--- src/rtl/ac3md_pkg.sv ---
// ----------------------------------------------------------------------------
// ac3md_pkg
// Shared types, codes, quantizer tables and small constant dividers for the
// AC-3 mantissa ungrouping and dequantization block.
// ----------------------------------------------------------------------------
package ac3md_pkg;

	localparam int unsigned QueueDepth = 2;

	localparam int unsigned BapW    = 4;
	localparam int unsigned WinW    = 16;
	localparam int unsigned MantW   = 16;
	localparam int unsigned UsedW   = 5;
	localparam int unsigned LvlW    = 4;
	localparam int unsigned NumLvl  = 3;

	localparam logic CMD_DECODE = 1'b0;
	localparam logic CMD_CLEAR  = 1'b1;

	localparam logic [BapW-1:0] BAP_ZERO = 4'd0;
	localparam logic [BapW-1:0] BAP_T3   = 4'd1;
	localparam logic [BapW-1:0] BAP_T5   = 4'd2;
	localparam logic [BapW-1:0] BAP_Q7   = 4'd3;
	localparam logic [BapW-1:0] BAP_P11  = 4'd4;
	localparam logic [BapW-1:0] BAP_Q15  = 4'd5;

	localparam logic [UsedW-1:0] USED_T3  = 5'd5;
	localparam logic [UsedW-1:0] USED_T5  = 5'd7;
	localparam logic [UsedW-1:0] USED_Q7  = 5'd3;
	localparam logic [UsedW-1:0] USED_P11 = 5'd7;
	localparam logic [UsedW-1:0] USED_Q15 = 5'd4;

	localparam logic [UsedW-1:0] BITS_FOR_BAP [16] = '{
		5'd0, 5'd0, 5'd0, 5'd3, 5'd0, 5'd4, 5'd5, 5'd6,
		5'd7, 5'd8, 5'd9, 5'd10, 5'd11, 5'd12, 5'd14, 5'd16
	};

	localparam logic signed [MantW-1:0] LV3 [3] = '{
		-16'sd21845, 16'sd0, 16'sd21845
	};
	localparam logic signed [MantW-1:0] LV5 [5] = '{
		-16'sd26214, -16'sd13107, 16'sd0, 16'sd13107, 16'sd26214
	};
	localparam logic signed [MantW-1:0] LV7 [7] = '{
		-16'sd28086, -16'sd18724, -16'sd9362, 16'sd0,
		16'sd9362, 16'sd18724, 16'sd28086
	};
	localparam logic signed [MantW-1:0] LV11 [11] = '{
		-16'sd29789, -16'sd23831, -16'sd17873, -16'sd11915, -16'sd5957, 16'sd0,
		16'sd5957, 16'sd11915, 16'sd17873, 16'sd23831, 16'sd29789
	};
	localparam logic signed [MantW-1:0] LV15 [15] = '{
		-16'sd30583, -16'sd26214, -16'sd21845, -16'sd17476, -16'sd13107,
		-16'sd8738, -16'sd4369, 16'sd0, 16'sd4369, 16'sd8738,
		16'sd13107, 16'sd17476, 16'sd21845, 16'sd26214, 16'sd30583
	};

	typedef enum logic [2:0] {
		KIND_CLEAR,
		KIND_ZERO,
		KIND_T3,
		KIND_T5,
		KIND_P11,
		KIND_DIRECT
	} kind_t;

	typedef struct packed {
		kind_t                         kind;
		logic signed [MantW-1:0]       mant;
		logic [UsedW-1:0]              used;
		logic                          bad;
		logic [NumLvl-1:0][LvlW-1:0]   lvl;
	} item_t;

	typedef struct packed {
		logic full;
		logic empty;
	} qstat_t;

	typedef struct packed {
		logic [3:0] quo;
		logic [6:0] rem;
	} divres_t;

	// restoring divide of a 7-bit value, quotient up to 4 bits
	function automatic divres_t div_small(input logic [6:0] num, input logic [6:0] den);
		divres_t     r;
		logic [10:0] acc;
		logic [10:0] sub;
		acc   = {4'b0, num};
		r.quo = '0;
		for (int s = 3; s >= 0; s--) begin
			sub = {4'b0, den} << s;
			if (acc >= sub) begin
				acc      = acc - sub;
				r.quo[s] = 1'b1;
			end
		end
		r.rem = acc[6:0];
		return r;
	endfunction

endpackage

--- src/rtl/ac3md_if.sv ---
// ----------------------------------------------------------------------------
// ac3md_if
// Valid/ready channels for mantissa requests and dequantized results.
// ----------------------------------------------------------------------------
interface ac3md_req_if;
	logic                              valid;
	logic                              ready;
	logic                              command;
	logic [ac3md_pkg::BapW-1:0]        bit_alloc;
	logic [ac3md_pkg::WinW-1:0]        bits_window;

	modport source (output valid, output command, output bit_alloc, output bits_window,
		input ready);
	modport sink (input valid, input command, input bit_alloc, input bits_window,
		output ready);
endinterface

interface ac3md_res_if;
	logic                              valid;
	logic                              ready;
	logic signed [ac3md_pkg::MantW-1:0] mantissa;
	logic [ac3md_pkg::UsedW-1:0]       bits_used;
	logic                              invalid_code;

	modport source (output valid, output mantissa, output bits_used, output invalid_code,
		input ready);
	modport sink (input valid, input mantissa, input bits_used, input invalid_code,
		output ready);
endinterface

--- src/rtl/ac3md_front.sv ---
// ----------------------------------------------------------------------------
// ac3md_front
// Request intake: splits group codes into levels and resolves the
// stateless quantizer classes.
// ----------------------------------------------------------------------------
module ac3md_front (
	ac3md_req_if.sink          req,
	input  ac3md_pkg::qstat_t  qstat,
	output logic               push,
	output ac3md_pkg::item_t   item
);

	logic [ac3md_pkg::WinW-1:0] win;
	logic [4:0]                 code5;
	logic [6:0]                 code7;
	logic [2:0]                 q3;
	logic [3:0]                 q4;
	logic [ac3md_pkg::UsedW-1:0] n;
	ac3md_pkg::divres_t         d9, d3, d25, d5, d11;

	assign req.ready = !qstat.full;
	assign push      = req.valid && !qstat.full;

	assign win   = req.bits_window;
	assign code5 = win[15:11];
	assign code7 = win[15:9];
	assign q3    = win[15:13];
	assign q4    = win[15:12];
	assign n     = ac3md_pkg::BITS_FOR_BAP[req.bit_alloc];

	assign d9  = ac3md_pkg::div_small({2'b0, code5}, 7'd9);
	assign d3  = ac3md_pkg::div_small(d9.rem, 7'd3);
	assign d25 = ac3md_pkg::div_small(code7, 7'd25);
	assign d5  = ac3md_pkg::div_small(d25.rem, 7'd5);
	assign d11 = ac3md_pkg::div_small(code7, 7'd11);

	always_comb begin
		item.kind = ac3md_pkg::KIND_ZERO;
		item.mant = '0;
		item.used = '0;
		item.bad  = 1'b0;
		item.lvl  = '0;
		if (req.command == ac3md_pkg::CMD_CLEAR) begin
			item.kind = ac3md_pkg::KIND_CLEAR;
		end else begin
			case (req.bit_alloc)
				ac3md_pkg::BAP_ZERO: begin
					item.kind = ac3md_pkg::KIND_ZERO;
				end
				ac3md_pkg::BAP_T3: begin
					item.kind   = ac3md_pkg::KIND_T3;
					item.lvl[0] = {2'b0, d9.quo[1:0]};
					item.lvl[1] = d3.quo;
					item.lvl[2] = d3.rem[3:0];
				end
				ac3md_pkg::BAP_T5: begin
					item.kind   = ac3md_pkg::KIND_T5;
					item.lvl[0] = {1'b0, d25.quo[2:0]};
					item.lvl[1] = d5.quo;
					item.lvl[2] = d5.rem[3:0];
				end
				ac3md_pkg::BAP_P11: begin
					item.kind   = ac3md_pkg::KIND_P11;
					item.lvl[0] = d11.quo;
					item.lvl[1] = d11.rem[3:0];
				end
				ac3md_pkg::BAP_Q7: begin
					item.kind = ac3md_pkg::KIND_DIRECT;
					item.used = ac3md_pkg::USED_Q7;
					if (q3 == 3'd7) begin
						item.bad = 1'b1;
					end else begin
						item.mant = ac3md_pkg::LV7[q3];
					end
				end
				ac3md_pkg::BAP_Q15: begin
					item.kind = ac3md_pkg::KIND_DIRECT;
					item.used = ac3md_pkg::USED_Q15;
					if (q4 == 4'd15) begin
						item.bad = 1'b1;
					end else begin
						item.mant = ac3md_pkg::LV15[q4];
					end
				end
				default: begin
					item.kind = ac3md_pkg::KIND_DIRECT;
					item.used = n;
					item.mant = signed'(win & ~(16'hFFFF >> n));
				end
			endcase
		end
	end

endmodule

--- src/rtl/ac3md_queue.sv ---
// ----------------------------------------------------------------------------
// ac3md_queue
// Small register queue between request intake and the group engine.
// ----------------------------------------------------------------------------
module ac3md_queue #(
	parameter int unsigned Depth = ac3md_pkg::QueueDepth
) (
	input  logic               clk,
	input  logic               arst_n,
	input  logic               push,
	input  ac3md_pkg::item_t   wdata,
	input  logic               pop,
	output ac3md_pkg::item_t   rdata,
	output ac3md_pkg::qstat_t  stat
);

	localparam int unsigned PtrW = $clog2(Depth);
	localparam int unsigned CntW = $clog2(Depth + 1);

	ac3md_pkg::item_t  mem_q [Depth];
	logic [PtrW-1:0]   wr_ptr_q, rd_ptr_q;
	logic [CntW-1:0]   count_q;

	assign stat.full  = count_q == CntW'(Depth);
	assign stat.empty = count_q == '0;
	assign rdata      = mem_q[rd_ptr_q];

	always_ff @(posedge clk) begin
		if (push) begin
			mem_q[wr_ptr_q] <= wdata;
		end
	end

	always_ff @(posedge clk or negedge arst_n) begin
		if (!arst_n) begin
			wr_ptr_q <= '0;
			rd_ptr_q <= '0;
			count_q  <= '0;
		end else begin
			if (push) begin
				wr_ptr_q <= (wr_ptr_q == PtrW'(Depth - 1)) ? '0 : wr_ptr_q + 1'b1;
			end
			if (pop) begin
				rd_ptr_q <= (rd_ptr_q == PtrW'(Depth - 1)) ? '0 : rd_ptr_q + 1'b1;
			end
			if (push && !pop) begin
				count_q <= count_q + 1'b1;
			end else if (pop && !push) begin
				count_q <= count_q - 1'b1;
			end
		end
	end

endmodule

--- src/rtl/ac3md_back.sv ---
// ----------------------------------------------------------------------------
// ac3md_back
// Group engine: keeps the grouped levels, hands out one level per item,
// dequantizes it and holds the result in the output register.
// ----------------------------------------------------------------------------
module ac3md_back (
	input  logic               clk,
	input  logic               arst_n,
	input  ac3md_pkg::item_t   item,
	input  logic               avail,
	output logic               pop,
	ac3md_res_if.source        res
);

	localparam logic [1:0] NEXT_EMPTY = 2'd3;

	logic [1:0] t3_lvl_q [3];
	logic [2:0] t5_lvl_q [3];
	logic [3:0] p11_lvl_q [2];
	logic [1:0] t3_next_q, t5_next_q, p11_next_q;

	logic                             out_valid_q;
	logic signed [ac3md_pkg::MantW-1:0] mant_q;
	logic [ac3md_pkg::UsedW-1:0]      used_q;
	logic                             bad_q;

	logic                             t3_fill, t5_fill, p11_fill;
	logic [ac3md_pkg::LvlW-1:0]       lvl_sel;
	logic signed [ac3md_pkg::MantW-1:0] mant_d;
	logic [ac3md_pkg::UsedW-1:0]      used_d;
	logic                             bad_d;

	assign pop = avail && (!out_valid_q || res.ready);

	assign t3_fill  = t3_next_q > 2'd2;
	assign t5_fill  = t5_next_q > 2'd2;
	assign p11_fill = p11_next_q > 2'd1;

	always_comb begin
		lvl_sel = '0;
		mant_d  = '0;
		used_d  = '0;
		bad_d   = 1'b0;
		case (item.kind)
			ac3md_pkg::KIND_T3: begin
				if (t3_fill) begin
					lvl_sel = item.lvl[0];
					used_d  = ac3md_pkg::USED_T3;
				end else begin
					lvl_sel = {2'b0, t3_lvl_q[t3_next_q]};
				end
				if (lvl_sel >= 4'd3) begin
					bad_d = 1'b1;
				end else begin
					mant_d = ac3md_pkg::LV3[lvl_sel[1:0]];
				end
			end
			ac3md_pkg::KIND_T5: begin
				if (t5_fill) begin
					lvl_sel = item.lvl[0];
					used_d  = ac3md_pkg::USED_T5;
				end else begin
					lvl_sel = {1'b0, t5_lvl_q[t5_next_q]};
				end
				if (lvl_sel >= 4'd5) begin
					bad_d = 1'b1;
				end else begin
					mant_d = ac3md_pkg::LV5[lvl_sel[2:0]];
				end
			end
			ac3md_pkg::KIND_P11: begin
				if (p11_fill) begin
					lvl_sel = item.lvl[0];
					used_d  = ac3md_pkg::USED_P11;
				end else begin
					lvl_sel = p11_lvl_q[p11_next_q[0]];
				end
				if (lvl_sel >= 4'd11) begin
					bad_d = 1'b1;
				end else begin
					mant_d = ac3md_pkg::LV11[lvl_sel];
				end
			end
			ac3md_pkg::KIND_DIRECT: begin
				mant_d = item.mant;
				used_d = item.used;
				bad_d  = item.bad;
			end
			default: begin
				mant_d = '0;
			end
		endcase
	end

	always_ff @(posedge clk or negedge arst_n) begin
		if (!arst_n) begin
			for (int i = 0; i < 3; i++) begin
				t3_lvl_q[i] <= '0;
				t5_lvl_q[i] <= '0;
			end
			p11_lvl_q[0] <= '0;
			p11_lvl_q[1] <= '0;
			t3_next_q    <= NEXT_EMPTY;
			t5_next_q    <= NEXT_EMPTY;
			p11_next_q   <= NEXT_EMPTY;
		end else if (pop) begin
			case (item.kind)
				ac3md_pkg::KIND_CLEAR: begin
					for (int i = 0; i < 3; i++) begin
						t3_lvl_q[i] <= '0;
						t5_lvl_q[i] <= '0;
					end
					p11_lvl_q[0] <= '0;
					p11_lvl_q[1] <= '0;
					t3_next_q    <= NEXT_EMPTY;
					t5_next_q    <= NEXT_EMPTY;
					p11_next_q   <= NEXT_EMPTY;
				end
				ac3md_pkg::KIND_T3: begin
					if (t3_fill) begin
						for (int i = 0; i < 3; i++) begin
							t3_lvl_q[i] <= item.lvl[i][1:0];
						end
						t3_next_q <= 2'd1;
					end else begin
						t3_next_q <= t3_next_q + 2'd1;
					end
				end
				ac3md_pkg::KIND_T5: begin
					if (t5_fill) begin
						for (int i = 0; i < 3; i++) begin
							t5_lvl_q[i] <= item.lvl[i][2:0];
						end
						t5_next_q <= 2'd1;
					end else begin
						t5_next_q <= t5_next_q + 2'd1;
					end
				end
				ac3md_pkg::KIND_P11: begin
					if (p11_fill) begin
						p11_lvl_q[0] <= item.lvl[0];
						p11_lvl_q[1] <= item.lvl[1];
						p11_next_q   <= 2'd1;
					end else begin
						p11_next_q <= p11_next_q + 2'd1;
					end
				end
				default: begin
					t3_next_q <= t3_next_q;
				end
			endcase
		end
	end

	always_ff @(posedge clk or negedge arst_n) begin
		if (!arst_n) begin
			out_valid_q <= 1'b0;
		end else if (pop) begin
			out_valid_q <= 1'b1;
		end else if (res.ready) begin
			out_valid_q <= 1'b0;
		end
	end

	always_ff @(posedge clk) begin
		if (pop) begin
			mant_q <= mant_d;
			used_q <= used_d;
			bad_q  <= bad_d;
		end
	end

	assign res.valid        = out_valid_q;
	assign res.mantissa     = mant_q;
	assign res.bits_used    = used_q;
	assign res.invalid_code = bad_q;

endmodule

--- src/rtl/ac3_mantissa_ungroup_dequant_top.sv ---
// ----------------------------------------------------------------------------
// ac3_mantissa_ungroup_dequant_top
// AC-3 mantissa ungrouping and dequantization, one result per request.
//
//   channel  dir  payload                              handshake
//   req      in   command, bit_alloc, bits_window      valid/ready
//   res      out  mantissa, bits_used, invalid_code    valid/ready
//
// One item per cycle sustained while res accepts; the result is registered in
// the queue entry, then in the group engine's output register.
// The rate is set by the group engine, which updates its level stores
// once per item. Reset empties all group stores and the queue.
// req stalls only when the queue is full; res backpressure fills the queue.
// ----------------------------------------------------------------------------
module ac3_mantissa_ungroup_dequant_top #(
	parameter int unsigned QueueDepth = ac3md_pkg::QueueDepth
) (
	input logic         clk,
	input logic         arst_n,
	ac3md_req_if.sink   req,
	ac3md_res_if.source res
);

	ac3md_pkg::qstat_t qstat;
	ac3md_pkg::item_t  front_item, head_item;
	logic              push, pop;

	ac3md_front u_front (
		.req   (req),
		.qstat (qstat),
		.push  (push),
		.item  (front_item)
	);

	ac3md_queue #(
		.Depth (QueueDepth)
	) u_queue (
		.clk    (clk),
		.arst_n (arst_n),
		.push   (push),
		.wdata  (front_item),
		.pop    (pop),
		.rdata  (head_item),
		.stat   (qstat)
	);

	ac3md_back u_back (
		.clk    (clk),
		.arst_n (arst_n),
		.item   (head_item),
		.avail  (!qstat.empty),
		.pop    (pop),
		.res    (res)
	);

`ifndef SYNTHESIS
	a_bad_gives_zero: assert property (@(posedge clk) disable iff (!arst_n)
		res.valid && res.invalid_code |-> res.mantissa == '0)
		else $error("invalid item with nonzero mantissa");

	a_bad_bit_count: assert property (@(posedge clk) disable iff (!arst_n)
		res.valid && res.invalid_code |->
			res.bits_used == 5'd0 || res.bits_used == 5'd3 || res.bits_used == 5'd4 ||
			res.bits_used == 5'd5 || res.bits_used == 5'd7)
		else $error("invalid item from a class without range check");

	a_used_range: assert property (@(posedge clk) disable iff (!arst_n)
		res.valid |-> res.bits_used <= 5'd16)
		else $error("bits_used out of range");

	a_drain: assert property (@(posedge clk) disable iff (!arst_n)
		!qstat.empty && (!res.valid || res.ready) |=> res.valid)
		else $error("queued item not moved to output");
`endif

endmodule
--- src/flat_wrapper.sv ---
// flat-port wrapper written by rule: the top's interface ports become plain ports
module ac3_mantissa_ungroup_dequant_top_flat 
#(
	parameter int unsigned QueueDepth = ac3md_pkg::QueueDepth
)
  (clk, arst_n, req_valid, req_command, req_bit_alloc, req_bits_window, req_ready, res_valid, res_mantissa, res_bits_used, res_invalid_code, res_ready);
  ac3md_req_if req_i ();
  ac3md_res_if res_i ();
  input logic clk;
  input logic arst_n;
  input wire logic [$bits(req_i.valid)-1:0] req_valid;
  input wire logic [$bits(req_i.command)-1:0] req_command;
  input wire logic [$bits(req_i.bit_alloc)-1:0] req_bit_alloc;
  input wire logic [$bits(req_i.bits_window)-1:0] req_bits_window;
  output wire logic [$bits(req_i.ready)-1:0] req_ready;
  output wire logic [$bits(res_i.valid)-1:0] res_valid;
  output wire logic [$bits(res_i.mantissa)-1:0] res_mantissa;
  output wire logic [$bits(res_i.bits_used)-1:0] res_bits_used;
  output wire logic [$bits(res_i.invalid_code)-1:0] res_invalid_code;
  input wire logic [$bits(res_i.ready)-1:0] res_ready;
  assign req_i.valid = req_valid;
  assign req_i.command = req_command;
  assign req_i.bit_alloc = req_bit_alloc;
  assign req_i.bits_window = req_bits_window;
  assign req_ready = req_i.ready;
  assign res_valid = res_i.valid;
  assign res_mantissa = res_i.mantissa;
  assign res_bits_used = res_i.bits_used;
  assign res_invalid_code = res_i.invalid_code;
  assign res_i.ready = res_ready;
  ac3_mantissa_ungroup_dequant_top #(.QueueDepth(QueueDepth)) u_core (.clk(clk), .arst_n(arst_n), .req(req_i), .res(res_i));
endmodule
--- config.mk ---
export PLATFORM = sky130hd
export DESIGN_NAME = ac3_mantissa_ungroup_dequant_top_flat
export DESIGN_NICKNAME = d
export VERILOG_FILES = /design/src/rtl/ac3md_pkg.sv /design/src/rtl/ac3md_if.sv /design/src/rtl/ac3md_front.sv /design/src/rtl/ac3md_queue.sv /design/src/rtl/ac3md_back.sv /design/src/rtl/ac3_mantissa_ungroup_dequant_top.sv /design/src/flat_wrapper.sv
export SDC_FILE = /design/constraint.sdc
export NUM_CORES = 1
export LEC_CHECK = 0
export ABC_CLOCK_PERIOD_IN_PS = 2950
export CORE_MARGIN = 2
export CORE_UTILIZATION = 25
export DETAILED_ROUTE_END_ITERATION = 16
export DONT_BUFFER_PORTS = 1
export HOLD_SLACK_MARGIN = 0.03
export PLACE_DENSITY = 0.5
export SLEW_MARGIN = 10
export SYNTH_ARGS = -nofsm -noshare
export SYNTH_HDL_FRONTEND = slang
export SYNTH_SLANG_ARGS = --single-unit
--- constraint.sdc ---
create_clock -name clk -period 2.95 [get_ports clk]
set_input_delay 0.59 -clock clk [delete_from_list [all_inputs] [get_ports clk]]
set_output_delay 0.59 -clock clk [all_outputs]
set_load 0.03 [all_outputs]
---- After elaboration in Yosys (flattened, before gate mapping) ----
Memory sizes are Yosys's and may differ from the RTL's.
Index checks and enable logic that the tools add are counted.
cells by class
  add/sub/neg operators ................... 24
  order comparisons ....................... 32
  equal/unequal tests ..................... 15
  shift-type cells ........................ 1
  muxes and demuxes ....................... 105
  bitwise operators ....................... 11
  reduce and logical (&&, ||, !) cells .... 25
operator list
  kind                                                                                  count
  16-bit 2-to-1 mux                                                                     15
  11-bit 2-to-1 mux                                                                     12
  16-bit one-hot mux with 4 select lines                                                1
  21-bit one-hot mux with 3 select lines                                                1
  4-bit 2-to-1 mux                                                                      12
  11-bit by 4-bit greater-or-equal comparator with 1-bit output, second input constant  4
  34-bit 2-to-1 mux                                                                     1
  11-bit by 5-bit greater-or-equal comparator with 1-bit output, second input constant  3
  16-bit binary-select mux with 2-bit select                                            1
  1-bit 2-to-1 mux                                                                      28
  8-bit one-hot mux with 3 select lines                                                 1
  11-bit by 3-bit greater-or-equal comparator with 1-bit output, second input constant  2
  11-bit by 6-bit greater-or-equal comparator with 1-bit output, second input constant  2
  11-bit by 4-bit subtractor with 11-bit output, second input constant                  2
  11-bit by 5-bit subtractor with 11-bit output, second input constant                  2
  11-bit by 6-bit subtractor with 11-bit output, second input constant                  2
  5-bit greater-or-equal comparator, second input constant                              4
  5-bit one-hot mux with 4 select lines                                                 1
  3-bit 2-to-1 mux                                                                      6
  9-bit one-hot mux with 2 select lines                                                 1
  16-bit AND                                                                            1
  16-bit inverter                                                                       1
  8-bit one-hot mux with 2 select lines                                                 1
  16-bit by 5-bit >> shifter with 16-bit output, first input constant                   1
  other kinds (60)                                                                      108
word-level totals
  register bits ........................... 56
  memory bits (writable) .................. 74
  bits in read-only memories .............. 848
  bits of input ports ..................... 25
  output and inout bits ................... 24
  logic and storage cells ................. 237
  memories ................................ 6
memories
  memory                depth  bits a word  read ports  clocked after memory_dff  wr ports  RTL line           text
  (name not given)      16     16           1           0                         0         ac3md_front.sv:82  item.mant = ac3md_pkg::LV15[q4];
  (name not given)      16     16           1           0                         0         ac3md_back.sv:81   mant_d = ac3md_pkg::LV11[lvl_sel];
  (name not given)      8      16           1           0                         0         ac3md_front.sv:73  item.mant = ac3md_pkg::LV7[q3];
  (name not given)      8      16           1           0                         0         ac3md_back.sv:68   mant_d = ac3md_pkg::LV5[lvl_sel[2:0]];
  (name not given)      16     5            1           0                         0         ac3md_front.sv:29  assign n = ac3md_pkg::BITS_FOR_BAP[req.bit_alloc];
  u_core.u_queue.mem_q  2      37           1           0                         1         ac3md_queue.sv:20  ac3md_pkg::item_t mem_q [Depth];

---- Depth between registers and ports, before layout ----
Gate-level depths: netlist of the first run.
  depth after elaboration ................. 16
  mapped depth ............................ 38
  gate-level depth less buffers ........... 34

---- Cells and area by module ----
Synthesis of the first run repeated with hierarchy kept, for this count alone.
unflattened totals
  cells, all modules ...................... 1131
  area total of the unflattened synthesis .. 11019.3 um^2
by module, submodules not included
  module                            instances  cells each  area each (um^2)  seq. area each (um^2)
  ac3md_front                       1          685         4828.4            0.0
  ac3md_back                        1          314         3248.1            1418.9
  ac3md_queue                       1          131         2939.1            2322.2
  ac3_mantissa_ungroup_dequant_top  1          1           3.8               0.0

---- Worst setup path after synthesis of the first run ----
OpenSTA, ideal clock, no wires.
  path type ............................... input -> register
  start ................................... input req_bits_window[13]
  end ..................................... memory u_core.u_queue.mem_q[0][9] (netlist name), data pin
  setup time .............................. 0.273 ns
  data arrival time ....................... 7.376 ns
  data required time ...................... 2.677 ns
  setup slack ............................. -4.699 ns
  stages on the path ...................... 36
  buffers on the path ..................... 2
  cell sequence ........................... buf_1 inv_1 ha_1 and4bb_4 o31ai_4 mux2i_1 a21o_1 a22o_1 ha_1 a21oi_1 mux2_2 o22a_1 a211o_1 a211oi_1 o21ai_0 and2_1 clkbuf_1 nand2_1 a21oi_1 or2_2 ha_1 nor4_1 o21ai_0 nand3_1 nand4b_1 a32oi_1 a21oi_1 o2111ai_2 xnor2_1 ha_1 nor2_1 a21o_1 o211ai_1 a211oi_1 mux2i_1 o31ai_1
RTL lines
  element          RTL line            text
  start, declared  flat_wrapper.sv:14  input wire logic [$bits(req_i.bits_window)-1:0] req_bits_window;
  end, declared    ac3md_queue.sv:20

==> results of run 1 <==
## cell families after synthesis
family / share of synthesized area
muxes: 0.0763
buffers and inverters: 0.0392
and+or+nand+nor: 0.170
adders and majority gates: 0.0655
xor gates and xnor gates: 0.0336
DFF: 0.371
AOI/OAI and AO/OA: 0.245
## cell type report
| cell class | count | area, um^2 | area share |
|---|---|---|---|
| clock buffers | 19 | 433 | 0.0317 |
| repair buffers | 285 | 2200 | 0.161 |
| clock inverters | 12 | 168 | 0.0123 |
| flip-flops and latches | 128 | 3680 | 0.269 |
| multi-input cells | 856 | 6360 | 0.465 |
| inverters | 42 | 175 | 0.0128 |
| well taps | 525 | 657 | 0.0480 |
## through the flow
stage,total power [uW],cells,hold WS (ns)
floorplan,6860,1080,0.294
global placement,8940,1803,0.295
detailed placement,8980,1803,0.295
CTS,11500,1859,0.371
global route,12500,1867,0.379
finish,11700,1867,0.380
## power by group through the flow
stage / Clock, uW / Sequential [uW] / Combinational (uW)
2_1_floorplan: 0 / 3290 / 3570
3_3_place_gp: 0 / 3390 / 5550
3_5_place_dp: 0 / 3400 / 5580
4_1_cts: 2160 / 3370 / 5990
5_1_grt: 2240 / 3430 / 6840
6_report: 2120 / 3360 / 6240
## path summary, 6_finish.rpt
check	start	end	slack [ns]	depth (start not counted)
hold reg to reg	u_core.u_back.p11_lvl_q[4]	u_core.u_back.p11_lvl_q[4]	0.47	2
setup / recovery	req_bits_window[13]	u_core.u_queue.mem_q[0][9]	-3.13	35
setup reg to reg	u_core.u_back.t5_next_q[0]	u_core.u_back.res.mantissa[8]	0.20	11
max in group asynchronous	arst_n	u_core.u_back.t5_next_q[0]	2.05	2
hold / removal	res_ready	u_core.u_back.res.valid	0.38	2
min in group asynchronous	arst_n	u_core.u_queue.wr_ptr_q	0.65	2
## state kept, by name, summed over array words and instances (netlist names), 5 cells and up
signal                       cells
u_core.u_back.t3_lvl_q           6
u_core.u_queue.mem_q            72
u_core.u_back.res.bits_used      5
u_core.u_back.p11_lvl_q          8
u_core.u_back.t5_lvl_q           9
u_core.u_back.res.mantissa      16
## metal layers
layer / up-vias / routed length, um / part of all wire
li1: 4580 / - / -
met2: 182 / 13800 / 0.47
met1: 4367 / 14200 / 0.48
met4: 0 / 450 / 0.015
met5: - / 0 / 0
met3: 42 / 935 / 0.032
## cell usage in the layout (no fill, tap or decap), types with 14 or more instances in the layout
cell	n
ha_1	42
edfxtp_1	94
xnor2_1	22
nand2_1	108
dfrtp_1	27
nand3_1	27
o211ai_1	25
o21ai_0	66
nor3_1	22
mux2i_1	59
o21a_1	14
inv_1	38
nor2_1	82
a31oi_1	16
clkbuf_16	17
a21oi_1	50
buf_4	274
## worst max-delay path, delay by kind of cell
family | cells | cell delay, ns
compound gates | 15 | 2.53
xor+xnor | 1 | 0.17
simple gates | 9 | 1.29
buf+inv | 3 | 0.18
fa+ha+maj | 4 | 0.65
mux | 3 | 0.80
## what timing repair did
item,4_1_cts,5_1_grt
setup endpoints to repair,25,33
endpoints found under the hold margin,34,0
gates resized for setup,57,30
buffers inserted,23,10
pin swaps,34,16
hold buffers,2,0
==> flow_summary.json, run 1 <==
{
  "post_drt_via_cell_ratio": 4.91,
  "clkTransAtPathRegs_ns": 0.05,
  "switching_share": 0.395,
  "cts_made_buffers": 17,
  "cts_buffer_depth": 2,
  "grt_max_degree": 40,
  "yosysMostFrequentCell": "nand2_1",
  "violations": "negative setup slack",
  "min_period_ns": 6.08,
  "hpwl_mm": 22.5,
  "ys_seq_area_frac": 0.371,
  "clock_latency_ns": 0.40,
  "p_seq_frac": 0.287,
  "p_per_area_nw_per_um2": 857,
  "relSlewSlack": 0.561,
  "met1_usage": 0.196,
  "post-route-util": 0.347,
  "cts_root_buffer": "clkbuf_16",
  "cp_max_fo": 19,
  "io_pins": 49,
  "overflow": 0,
  "slew_viol_final": 0,
  "clock.fmax_ghz": 0.164,
  "hold_viol": 0,
  "slowest_stage": "o31ai_4",
  "finalWirelength_mm": 29.4,
  "netlist_area_um2": 9930,
  "final.setup.tns_ns": -36.83,
  "cp_data_required_time_ns": 3.09,
  "power_frac_comb": 0.533,
  "critical_path_class": "in2reg",
  "worstSetupStartpointType": "input pin",
  "syn2layout_area_growth_pct": 37.6,
  "n_antenna_cell": 0,
  "yosys_warnings": 0,
  "finalSetupViolCount": 18,
  "status": "complete, but fails checks",
  "core-area_um2": 39500,
  "synth.top_cells.by_count": "nand2_1, edfxtp_1, nor2_1, o21ai_0, mux2i_1",
  "layout-drive-gt1-share": 0.332,
  "cts_tree": "done",
  "ys_top_cells_by_area": "edfxtp_1, dfrtp_1, ha_1",
  "async_reset_ff_frac": 0.266,
  "initial_utilization": 0.252,
  "drt_iter0_drc": 530,
  "tightest_slew_ns": 0.652,
  "synth_top_area_frac": 0.284,
  "ys_ff_latch": 128,
  "clock_sinks": 128,
  "syn_inst": 1080,
  "fin_crit_sh": 2.06,
  "drc": 0,
  "syn_area_per_cell_um2": 9.20,
  "dr.pass1.iters": 7,
  "num_vias": 9171,
  "pwr-share-clk": 0.181,
  "grt_pass1_wl_mm": 48.0,
  "synth.net_count": 1157,
  "placed_cell_area_um2": 12400,
  "hp-class": "in2reg",
  "dieArea_um2": 41300,
  "cap_violations": 0,
  "final_area_um2": 13700,
  "skew_ns": 0.00749,
  "synthFlopType": "edfxtp_1",
  "grt_busiest_layer": "met2",
  "grt_pass1_vias": 9077,
  "use_met3": 0.0169,
  "setup_ws_ns": -3.13,
  "wl_per_cell_um": 15.8,
  "gr-usage-met2": 0.241,
  "ctsHtreeMaxLevel": 4,
  "rows": 73,
  "vdd_drop_max_mv": 0.477,
  "p_sw_uw": 4630,
  "max_stage_delay_ns": 0.33,
  "gp_congestion": 0.900,
  "synth_edf_count": 94,
  "port_buffers": 0,
  "nets": 1407,
  "die-height_um": 203,
  "rsz0062_at_grt": "true",
  "synth_cell_types": 96,
  "power.internal_uw": 7090,
  "drtAntennaViolNets": 0,
  "num-fill-cells": 4067,
  "gr-usage-all-layers": 0.143,
  "p_leak_uw": 0.00552,
  "pre_cts_ws_ns": -3.59,
  "arrival_ns": 6.22,
  "die_w_um": 203,
  "synth_top_area_cell": "edfxtp_1",
  "antenna_found_initial": 0,
  "cp-end-kind": "register"
}
Note: power is estimated with default switching activity, not from simulation.
==> inputs of run 2 (changes only) <==
--- a/config.mk
+++ b/config.mk
@@ -11,6 +11,7 @@
 export DETAILED_ROUTE_END_ITERATION = 16
 export DONT_BUFFER_PORTS = 1
 export HOLD_SLACK_MARGIN = 0.03
+export MAX_ROUTING_LAYER = met4
 export PLACE_DENSITY = 0.5
 export SLEW_MARGIN = 10
 export SYNTH_ARGS = -nofsm -noshare
==> run 2 against run 1 <==
The run still ends with negative setup slack left. Non-clock buffer count increased by 15. Hold slack got worse by 0.012 ns. First-iteration DRC count increased by 0.57%. Global-route usage increased by 0.25 points. Via count decreased by 0.12%. Register-to-register slack got worse by 0.07 ns. Sequential cell count unchanged. Worst setup slack improved by 0.14 ns. Die area unchanged. Design area increased by 1.7%.
==> flow_summary.json, run 2 (synthesis results as in run 1) <==
{
  "crit_top_cell": "ha_4",
  "cts_buffer_depth": 2,
  "cts_root_buffer": "clkbuf_16",
  "cp-end-kind": "register",
  "hold_viol": 0,
  "grt_pass1_wl_mm": 47.3,
  "vdd_drop_max_mv": 0.484,
  "drtAntennaViolNets": 0,
  "layout_commonest_cell": "buf_4",
  "cts_tree": "done",
  "arrival_ns": 6.08,
  "slowest_stage": "o31ai_4",
  "hpwl_mm": 22.4,
  "final_cell_mix": "buf_4, nand2_1, edfxtp_1",
  "rows": 73,
  "p_seq_frac": 0.286,
  "min_period_ns": 5.93,
  "die-height_um": 203,
  "hp-class": "in2reg",
  "syn2layout_area_growth_pct": 40.0,
  "port_buffers": 0,
  "clock_sinks": 128,
  "power.internal_uw": 7160,
  "n_antenna_cell": 0,
  "grt_pass1_vias": 8975,
  "p_leak_uw": 0.00561,
  "switching_share": 0.392,
  "ff2ff_setup_slack_ns": 0.13,
  "layout-drive-gt1-share": 0.353,
  "initial_utilization": 0.252,
  "setup_ws_ns": -2.98,
  "finalWirelength_mm": 29.3,
  "dr.pass1.iters": 5,
  "path_buf_inv": 2,
  "grt_max_degree": 40,
  "power_frac_comb": 0.533,
  "finalSetupViolCount": 18,
  "skew_ns": 0.00836,
  "num_vias": 9160,
  "fin_crit_sh": 2.01,
  "gp_congestion": 0.918,
  "tightest_slew_ns": 0.609,
  "drt_iter0_drc": 533,
  "max_stage_delay_ns": 0.32,
  "pwr-share-clk": 0.181,
  "antenna_found_initial": 0,
  "largest_reg_flops": 72,
  "p_per_area_nw_per_um2": 847,
  "gr-usage-all-layers": 0.145,
  "drc": 0,
  "overflow": 0,
  "relSlewSlack": 0.590,
  "cts_made_buffers": 17,
  "critical_path_class": "in2reg",
  "io_pins": 49,
  "dieArea_um2": 41300,
  "worstSetupStartpointType": "input pin",
  "ctsHtreeMaxLevel": 4,
  "cp_max_fo": 19,
  "cp_data_required_time_ns": 3.10,
  "top_register": "u_core.u_queue.mem_q",
  "rsz0062_at_grt": "true",
  "clkTransAtPathRegs_ns": 0.05,
  "holdWs_ns": 0.367,
  "die_w_um": 203,
  "clock_latency_ns": 0.41,
  "core-area_um2": 39500,
  "post_drt_via_cell_ratio": 4.86,
  "wl_per_cell_um": 15.5,
  "violations": "negative setup slack",
  "nets": 1422,
  "num-fill-cells": 4053,
  "status": "complete, but fails checks",
  "p_sw_uw": 4620,
  "cap_violations": 0,
  "path_delay_family": "compound AO/OA/AOI/OAI gates",
  "slew_viol_final": 0,
  "clock.fmax_ghz": 0.168,
  "post-route-util": 0.352
}
[run 2: metal layers]
| metal | global-route usage | wire, um |
|---|---|---|
| met1 | 0.197 | 14200 |
| met2 | 0.233 | 13700 |
| met3 | 0.0184 | 949 |
| met4 | 0.0292 | 359 |
| met5 | - | 0 |
[run 2: what timing repair did]
| item | 4_1_cts | 5_1_grt |
|---|---|---|
| hold buffers | 2 | 0 |
| gates resized for setup | 73 | 41 |
| endpoints found under the hold margin | 34 | 0 |
| pin swaps | 35 | 25 |
| setup buffers | 24 | 18 |
| endpoints found under the setup margin | 25 | 28 |
[run 2: through the flow]
step	power, uW	std cells	setup slack (ns)	area [um^2]	setup TNS, ns
global route	12600	1883	-3.34	13900	-40.32
detailed placement	9000	1807	-3.58	12400	-48.59
floorplan	6860	1080	-3.67	10100	-48.25
CTS	11500	1865	-3.03	13600	-35.31
finish	11800	1883	-2.98	13900	-35.78
global placement	8970	1807	-3.39	12400	-46.90
[run 2: layout make-up]
class                           instances  area (um^2)  share of cell area
Clock inverter                         10          161              0.0116
Timing Repair Buffer                  300         2310               0.166
Sequential cell                       128         3680               0.265
Inverter                               42          180              0.0130
Tap cell                              525          657              0.0472
Multi-Input combinational cell        856         6460               0.465
Clock buffer                           22          444              0.0319
[run 2: power by group through the flow]
stage / Sequential [uW] / Combinational [uW] / Clock (uW)
finish: 3360 / 6280 / 2130
global route: 3440 / 6910 / 2250
CTS: 3370 / 5990 / 2170
detailed placement: 3400 / 5600 / 0
global placement: 3390 / 5570 / 0
floorplan: 3290 / 3570 / 0
[run 2: worst paths after layout]
kind	start	endpoint	cells after the start
max in group asynchronous	arst_n	u_core.u_back.t5_next_q[1]	2
worst min-delay path	res_ready	u_core.u_back.res.valid	2
worst max register to register	u_core.u_back.t5_next_q[1]	u_core.u_back.res.mantissa[8]	12
min in group asynchronous	arst_n	u_core.u_queue.wr_ptr_q	2
worst min register to register	u_core.u_back.p11_lvl_q[4]	u_core.u_back.p11_lvl_q[4]	2
worst max-delay path	req_bits_window[13]	u_core.u_queue.mem_q[0][9]	34
